==> config.mk <==
export PLATFORM = sky130hd
export DESIGN_NAME = assoc_key_value_table_unit
export DESIGN_NICKNAME = d
export VERILOG_FILES = /design/src/design/akvt_pkg.sv /design/src/design/akvt_cell.sv /design/src/design/assoc_key_value_table_unit.sv
export SDC_FILE = /design/constraint.sdc
export NUM_CORES = 1
export LEC_CHECK = 0
export ABC_AREA = 1
export BUFFER_PORTS_ARGS = -buffer_cell sky130_fd_sc_hd__buf_2
export CORE_UTILIZATION = 40
export CTS_CLUSTER_DIAMETER = 150
export DETAILED_ROUTE_END_ITERATION = 10
export PLACE_DENSITY = 0.61
export REMOVE_ABC_BUFFERS = 1
export SYNTH_ARGS = -nofsm -noshare
export SYNTH_HDL_FRONTEND = slang
export SYNTH_SLANG_ARGS = --single-unit
==> constraint.sdc <==
create_clock -name clk -period 6.82 [get_ports clk]
set_clock_uncertainty 0.2 [all_clocks]
set_input_delay 1.364 -clock clk [delete_from_list [all_inputs] [get_ports clk]]
set_output_delay 1.364 -clock clk [all_outputs]
set_load 0.02 [all_outputs]
==> src/design/akvt_pkg.sv <==
// Shared types and constants for the associative key/value table.
package akvt_pkg;

    localparam int ENTRIES_DEF    = 8;
    localparam int KEY_BITS_DEF   = 32;
    localparam int VALUE_BITS_DEF = 32;

    // Fixed port field widths
    localparam int OPCODE_W = 2;
    localparam int STATUS_W = 2;
    localparam int FIELD_W  = 32;

    typedef enum logic [OPCODE_W-1:0] {
        OP_SET = 2'd0,
        OP_GET = 2'd1,
        OP_DEL = 2'd2,
        OP_NOP = 2'd3
    } opcode_t;

    typedef enum logic [STATUS_W-1:0] {
        ST_OK     = 2'd0,
        ST_ABSENT = 2'd1,
        ST_FULL   = 2'd2
    } status_t;

    // Control part of the request token walking the cell chain
    typedef struct packed {
        logic    valid;
        opcode_t op;
        logic    hit;
        logic    free_found;
    } tok_ctrl_t;

endpackage

==> src/design/akvt_cell.sv <==
// One table slot: holds valid/key/value and processes the passing request token.
module akvt_cell
    import akvt_pkg::*;
#(
    parameter int INDEX      = 0,
    parameter int IDX_W      = 3,
    parameter int KEY_BITS   = KEY_BITS_DEF,
    parameter int VALUE_BITS = VALUE_BITS_DEF
)
(
    input  logic                  clk,
    input  logic                  rst_n,
    // token from previous cell
    input  tok_ctrl_t             ctrl_in,
    input  logic [KEY_BITS-1:0]   key_in,
    input  logic [VALUE_BITS-1:0] val_in,
    input  logic [VALUE_BITS-1:0] rd_in,
    input  logic [IDX_W-1:0]      idx_in,
    // token to next cell
    output tok_ctrl_t             ctrl_out,
    output logic [KEY_BITS-1:0]   key_out,
    output logic [VALUE_BITS-1:0] val_out,
    output logic [VALUE_BITS-1:0] rd_out,
    output logic [IDX_W-1:0]      idx_out,
    // deferred insert, broadcast to all cells
    input  logic                  ins_we,
    input  logic [IDX_W-1:0]      ins_idx,
    input  logic [KEY_BITS-1:0]   ins_key,
    input  logic [VALUE_BITS-1:0] ins_val,
    output logic                  slot_valid
);

    logic                  valid_reg, valid_next;
    logic [KEY_BITS-1:0]   key_reg, key_next;
    logic [VALUE_BITS-1:0] value_reg, value_next;

    tok_ctrl_t             ctrl_reg, ctrl_next;
    logic [KEY_BITS-1:0]   tkey_reg, tkey_next;
    logic [VALUE_BITS-1:0] tval_reg, tval_next;
    logic [VALUE_BITS-1:0] rd_reg, rd_next;
    logic [IDX_W-1:0]      idx_reg, idx_next;

    logic                  match;

    always_comb
    begin
        match      = valid_reg && (key_reg == key_in) && !ctrl_in.hit;
        valid_next = valid_reg;
        key_next   = key_reg;
        value_next = value_reg;
        ctrl_next  = ctrl_reg;
        tkey_next  = tkey_reg;
        tval_next  = tval_reg;
        rd_next    = rd_reg;
        idx_next   = idx_reg;

        ctrl_next.valid = 1'b0;

        if (ctrl_in.valid)
        begin
            ctrl_next = ctrl_in;
            tkey_next = key_in;
            tval_next = val_in;
            rd_next   = rd_in;
            idx_next  = idx_in;

            if (match)
            begin
                ctrl_next.hit = 1'b1;
                unique case (ctrl_in.op)
                    OP_SET:  value_next = val_in;
                    OP_GET:  rd_next    = value_reg;
                    OP_DEL:  valid_next = 1'b0;
                    default: ;
                endcase
            end

            // first empty slot seen on the walk
            if (!valid_reg && !ctrl_in.free_found)
            begin
                ctrl_next.free_found = 1'b1;
                idx_next             = IDX_W'(INDEX);
            end
        end

        if (ins_we && (ins_idx == IDX_W'(INDEX)))
        begin
            valid_next = 1'b1;
            key_next   = ins_key;
            value_next = ins_val;
        end
    end

    always_ff @(posedge clk or negedge rst_n)
    begin
        if (!rst_n)
        begin
            valid_reg <= 1'b0;
            ctrl_reg  <= '0;
        end
        else
        begin
            valid_reg <= valid_next;
            ctrl_reg  <= ctrl_next;
        end
    end

    always_ff @(posedge clk)
    begin
        key_reg   <= key_next;
        value_reg <= value_next;
        tkey_reg  <= tkey_next;
        tval_reg  <= tval_next;
        rd_reg    <= rd_next;
        idx_reg   <= idx_next;
    end

    assign ctrl_out   = ctrl_reg;
    assign key_out    = tkey_reg;
    assign val_out    = tval_reg;
    assign rd_out     = rd_reg;
    assign idx_out    = idx_reg;
    assign slot_valid = valid_reg;

endmodule

==> src/design/assoc_key_value_table_unit.sv <==
// Top level of the fully associative key/value table built as a chain of slot cells.
//
//  channel   dir  tdata                              tuser
//  s_axis    in   [31:0] lookup_key, [63:32] write_value   [1:0] opcode
//  m_axis    out  [31:0] read_value                 [1:0] status
//
// Flow: a request walks the chain one cell per cycle, then passes through the finish
// stage into the output register. The walk through the cell chain sets the rate: one
// request in flight at a time.
// A finished result waits in the output register while the next request is taken.
// Reset: all slots empty; keys and values are undefined until written.
// Stalls: a held-off result keeps the finish stage (and with it s_axis_tready) low.
module assoc_key_value_table_unit
    import akvt_pkg::*;
#(
    parameter int ENTRIES    = ENTRIES_DEF,
    parameter int KEY_BITS   = KEY_BITS_DEF,
    parameter int VALUE_BITS = VALUE_BITS_DEF
)
(
    input  logic                          clk,
    input  logic                          rst_n,
    input  logic                          s_axis_tvalid,
    output logic                          s_axis_tready,
    input  logic [2*FIELD_W-1:0]          s_axis_tdata,  // lookup_key, write_value
    input  logic [OPCODE_W-1:0]           s_axis_tuser,  // opcode
    output logic                          m_axis_tvalid,
    input  logic                          m_axis_tready,
    output logic [FIELD_W-1:0]            m_axis_tdata,  // read_value
    output logic [STATUS_W-1:0]           m_axis_tuser   // status
);

    localparam int IDX_W = (ENTRIES > 1) ? $clog2(ENTRIES) : 1;

    // token links between cells; link 0 is the accepted beat
    tok_ctrl_t             ctrl_w [ENTRIES+1];
    logic [KEY_BITS-1:0]   key_w  [ENTRIES+1];
    logic [VALUE_BITS-1:0] val_w  [ENTRIES+1];
    logic [VALUE_BITS-1:0] rd_w   [ENTRIES+1];
    logic [IDX_W-1:0]      idx_w  [ENTRIES+1];

    logic [ENTRIES-1:0]    slot_valid;

    logic                  busy_reg, busy_next;
    logic                  done_valid_reg, done_valid_next;
    logic                  out_valid_reg, out_valid_next;
    status_t               out_status_reg, out_status_next;
    logic [FIELD_W-1:0]    out_data_reg, out_data_next;

    logic                  accept;
    logic                  finish;
    logic                  ins_we;
    status_t               fin_status;
    logic [FIELD_W-1:0]    fin_data;
    tok_ctrl_t             last;

    assign s_axis_tready = !busy_reg && !done_valid_reg;
    assign accept        = s_axis_tvalid && s_axis_tready;

    assign ctrl_w[0].valid      = accept;
    assign ctrl_w[0].op         = opcode_t'(s_axis_tuser);
    assign ctrl_w[0].hit        = 1'b0;
    assign ctrl_w[0].free_found = 1'b0;
    assign key_w[0] = KEY_BITS'(s_axis_tdata[FIELD_W-1:0]);
    assign val_w[0] = VALUE_BITS'(s_axis_tdata[2*FIELD_W-1:FIELD_W]);
    assign rd_w[0]  = '0;
    assign idx_w[0] = '0;

    for (genvar g = 0; g < ENTRIES; g++)
    begin : g_cell
        akvt_cell #(
            .INDEX      (g),
            .IDX_W      (IDX_W),
            .KEY_BITS   (KEY_BITS),
            .VALUE_BITS (VALUE_BITS)
        ) u_cell (
            .clk        (clk),
            .rst_n      (rst_n),
            .ctrl_in    (ctrl_w[g]),
            .key_in     (key_w[g]),
            .val_in     (val_w[g]),
            .rd_in      (rd_w[g]),
            .idx_in     (idx_w[g]),
            .ctrl_out   (ctrl_w[g+1]),
            .key_out    (key_w[g+1]),
            .val_out    (val_w[g+1]),
            .rd_out     (rd_w[g+1]),
            .idx_out    (idx_w[g+1]),
            .ins_we     (ins_we),
            .ins_idx    (idx_w[ENTRIES]),
            .ins_key    (key_w[ENTRIES]),
            .ins_val    (val_w[ENTRIES]),
            .slot_valid (slot_valid[g])
        );
    end

    // The last cell holds its token fields until the next request enters,
    // so the finish stage reads them directly.
    assign last   = ctrl_w[ENTRIES];
    assign finish = done_valid_reg && (!out_valid_reg || m_axis_tready);

    // Result of the walk; a set with no match claims the first free slot seen.
    always_comb
    begin
        fin_status = ST_OK;
        fin_data   = '0;
        ins_we     = 1'b0;
        unique case (last.op)
            OP_SET:
            begin
                if (!last.hit)
                begin
                    if (last.free_found)
                        ins_we = finish;
                    else
                        fin_status = ST_FULL;
                end
            end
            OP_GET:
            begin
                if (last.hit)
                    fin_data = FIELD_W'(rd_w[ENTRIES]);
                else
                    fin_status = ST_ABSENT;
            end
            OP_DEL:
            begin
                if (!last.hit)
                    fin_status = ST_ABSENT;
            end
            default: ;
        endcase
    end

    always_comb
    begin
        busy_next       = busy_reg;
        done_valid_next = done_valid_reg;
        out_valid_next  = out_valid_reg;
        out_status_next = out_status_reg;
        out_data_next   = out_data_reg;

        if (accept)
            busy_next = 1'b1;
        if (last.valid)
        begin
            busy_next       = 1'b0;
            done_valid_next = 1'b1;
        end

        if (out_valid_reg && m_axis_tready)
            out_valid_next = 1'b0;

        if (finish)
        begin
            done_valid_next = 1'b0;
            out_valid_next  = 1'b1;
            out_status_next = fin_status;
            out_data_next   = fin_data;
        end
    end

    always_ff @(posedge clk or negedge rst_n)
    begin
        if (!rst_n)
        begin
            busy_reg       <= 1'b0;
            done_valid_reg <= 1'b0;
            out_valid_reg  <= 1'b0;
        end
        else
        begin
            busy_reg       <= busy_next;
            done_valid_reg <= done_valid_next;
            out_valid_reg  <= out_valid_next;
        end
    end

    always_ff @(posedge clk)
    begin
        out_status_reg <= out_status_next;
        out_data_reg   <= out_data_next;
    end

    assign m_axis_tvalid = out_valid_reg;
    assign m_axis_tdata  = out_data_reg;
    assign m_axis_tuser  = out_status_reg;

    // at most one request in the chain or the finish stage
    a_single_flight: assert property (@(posedge clk) disable iff (!rst_n)
        done_valid_reg |-> !busy_reg)
        else $error("finish stage and chain both occupied");

    // an accepted request occupies the chain next cycle
    a_accept_busy: assert property (@(posedge clk) disable iff (!rst_n)
        accept |=> (busy_reg || done_valid_reg))
        else $error("accepted request lost");

    // table full is only reported when every slot is valid
    a_full_status: assert property (@(posedge clk) disable iff (!rst_n)
        (finish && (fin_status == ST_FULL)) |-> (&slot_valid))
        else $error("table full reported with a free slot");

    // an insert marks its slot valid
    a_insert_valid: assert property (@(posedge clk) disable iff (!rst_n)
        ins_we |=> slot_valid[$past(idx_w[ENTRIES])])
        else $error("inserted slot not valid");

endmodule
==> impl_metrics.tcl <==
set metrics [dict create \
    grt_pass1_wl_mm 183 \
    dpl.hpwl_mm 86.0 \
    yosys_warnings 0 \
    yosys-top-cells-count "1,539 x nand2_1, 1,331 x edfxtp_1, 545 x inv_1" \
    slowest_stage "o21ai_4" \
    worstPathArrival_ps 4100 \
    synth_top_area_share_pct 68.4 \
    final.fill_count 12700 \
    die_area_sq_mm 0.148 \
    final-setup-viol-count 0 \
    report.final.slew_viol_count 0 \
    drc_errors 0 \
    hold_path_class "reg2reg" \
    slew_headroom_pct 15.5 \
    cts_sinks 1382 \
    crit_chain "buf_2 -> inv_1 -> nand2_1 -> nand2_1 -> nor2_4 -> nand2_2 -> nor2_4 -> buf_4 -> inv_2 -> o21ai_4" \
    ys_seq_elements 1382 \
    cts_tree "yes" \
    ir_drop_mv 0.235 \
    root_buffer "clkbuf_16" \
    p_total_uw 22300 \
    grt_pass1_vias 32400 \
    drt_iter0_drc 2774 \
    synth_top_family_by_area "simple AND/OR/NAND/NOR gates" \
    wire_per_inst_microns 16.5 \
    clk_path_buf_depth 3 \
    portBuffers 105 \
    synth_compound_area_share_pct 2.87 \
    required_ps 6990 \
    fin_crit_sh_pct 57.6 \
    grt_max_degree 71 \
    syn_to_final_growth_pct 11.4 \
    grt_setup_unrepaired "false" \
    cp_max_fo 66 \
    status "completed" \
    routed_wl_mm 118 \
    rows 139 \
    synthXorXnorAreaFrac_pct 0.674 \
    critical_path.startpoint_type "primary input" \
    period_needed_ps 3930 \
    syn_inst 5022 \
    place_congestion 0.833 \
    max_cap_viol_count 0 \
    synth_cell_type_count 33 \
    initial_core_util_pct 40.5 \
    clk_pin_slew_ps 60 \
    cts_hold_buf 0 \
    nNetsFinal 5200 \
    yosys_most_used_dff "edfxtp_1" \
    antenna_found_initial 0 \
    vias_per_cell 4.78 \
    hold_violations 0 \
    synth.area.top_cells "edfxtp_1 68%, nand2_1 9.9%, mux2_2 4.3%" \
    grt_overflow 0 \
    async_reset_ff_share_pct 3.69 \
    syn_area_per_cell_sq_um 11.6 \
    dr_total_vias 34200 \
    fmax_mhz 255 \
    htree_levels 4 \
    synth-adder-area-share_pct 0.0642 \
    max_stage_delay_ps 610 \
    power_leakage_uw 0.0261 \
    final_util_pct 45.1 \
    die_w_microns 384 \
    grtUsageTotal_pct 16.0 \
    yosys.area_share.simple_pct 16.3 \
    yosysMostFrequentCell "nand2_1" \
    power_density_mw_per_mm2 343 \
    cts_resized 0 \
    dr.pass1.iters 6 \
    postCtsSetupBuffers 0 \
    fp.dieH_microns 384 \
    crit_type "in2reg" \
    ant_nets 0 \
    clk_latency_ps 750 \
    multi_input_area_sq_mm 0.0143 \
    tns_ps 0 \
    worst_pin_slew_ps 1270 \
    yosys.area.top_type "edfxtp_1" \
    crit_path_end_kind "flop" \
    synth_edf_count 1331 \
    syn-cell-area_sq_mm 0.0585 \
    synthMuxAreaShare_pct 4.31 \
    regArea_sq_mm 0.0413 \
    core-area_sq_mm 0.144 \
    cts_inserted_buffers 136 \
    ios 106 \
    ys_seq_area_share_pct 70.5 \
    drive_above_1_share_pct 11.8 \
]
[placed cells by master (no fill, tap or decap), types with 15 or more instances in the layout]
cell,count
nand2_1,1532
xor2_1,37
clkinv_2,26
nand3_1,25
clkbuf_16,144
clkinv_1,32
edfxtp_1,1331
nor2_1,446
buf_4,36
inv_1,544
nand4_1,244
o21ai_0,271
mux2_2,224
a21oi_1,25
buf_2,105
dfrtp_1,44
nor3_1,15
clkbuf_1,21
[logic make-up after synthesis]
family | count (synthesis)
AOI/OAI and AO/OA | 330
xor gates and xnor gates | 45
adders and majority gates | 3
buffers and inverters | 729
DFF | 1382
muxes | 224
and+or+nand+nor | 2309
[critical path: cells and delay by family]
kind | cells | cell delay [ps]
buf+inv | 4 | 1080
simple gates | 5 | 960
compound gates | 1 | 610
[per-stage QoR]
stage,cell area [sq um],hold slack (ps),instances,worst slack (ps)
2_1_floorplan,57500,204,4848,776
3_3_place_gp,60800,233,6892,2050
3_5_place_dp,60800,232,6892,2040
4_1_cts,65100,242,7137,2850
5_1_grt,65100,249,7137,2550
6_report,65100,243,7146,2890
[path summary, 6_finish.rpt]
check,startpoint,to,slack [ps],cells after the start
max,m_axis_tready,g_cell[0].u_cell.value_reg[30],2890,10
min,g_cell[6].u_cell.val_out[15],g_cell[7].u_cell.val_out[15],240,0
max reg2reg,g_cell[7].u_cell.ctrl_out[3],g_cell[0].u_cell.value_reg[30],3060,9
min reg2reg,g_cell[6].u_cell.val_out[15],g_cell[7].u_cell.val_out[15],240,0
max in group asynchronous,rst_n,g_cell[0].u_cell.ctrl_out[4],5280,2
min in group asynchronous,rst_n,m_axis_tvalid,540,2
[final cells by class]
cell class / instances / area share [%]
diodes: 9 / 0.0346
inverters: 555 / 3.20
well taps: 1903 / 3.66
clock buffers: 166 / 5.68
repair buffers: 141 / 1.22
multi-input cells: 2911 / 21.9
clock inverters: 79 / 0.917
flip-flops and latches: 1382 / 63.4
[metal layers]
layer | wire, microns | global-route usage [%]
met5 | 0 | 0
met2 | 48400 | 22.7
met1 | 60600 | 24.8
met3 | 5600 | 2.35
met4 | 3120 | 5.38
[report_power, final]
part | leakage (uW) | switching, uW | internal, uW
sequential | 0.0128 | 1070 | 11200
combinational | 0.0112 | 1980 | 929
clock | 0.00208 | 3090 | 4090
total | 0.0261 | 6140 | 16200
Note: power is estimated with default switching activity, not from simulation.
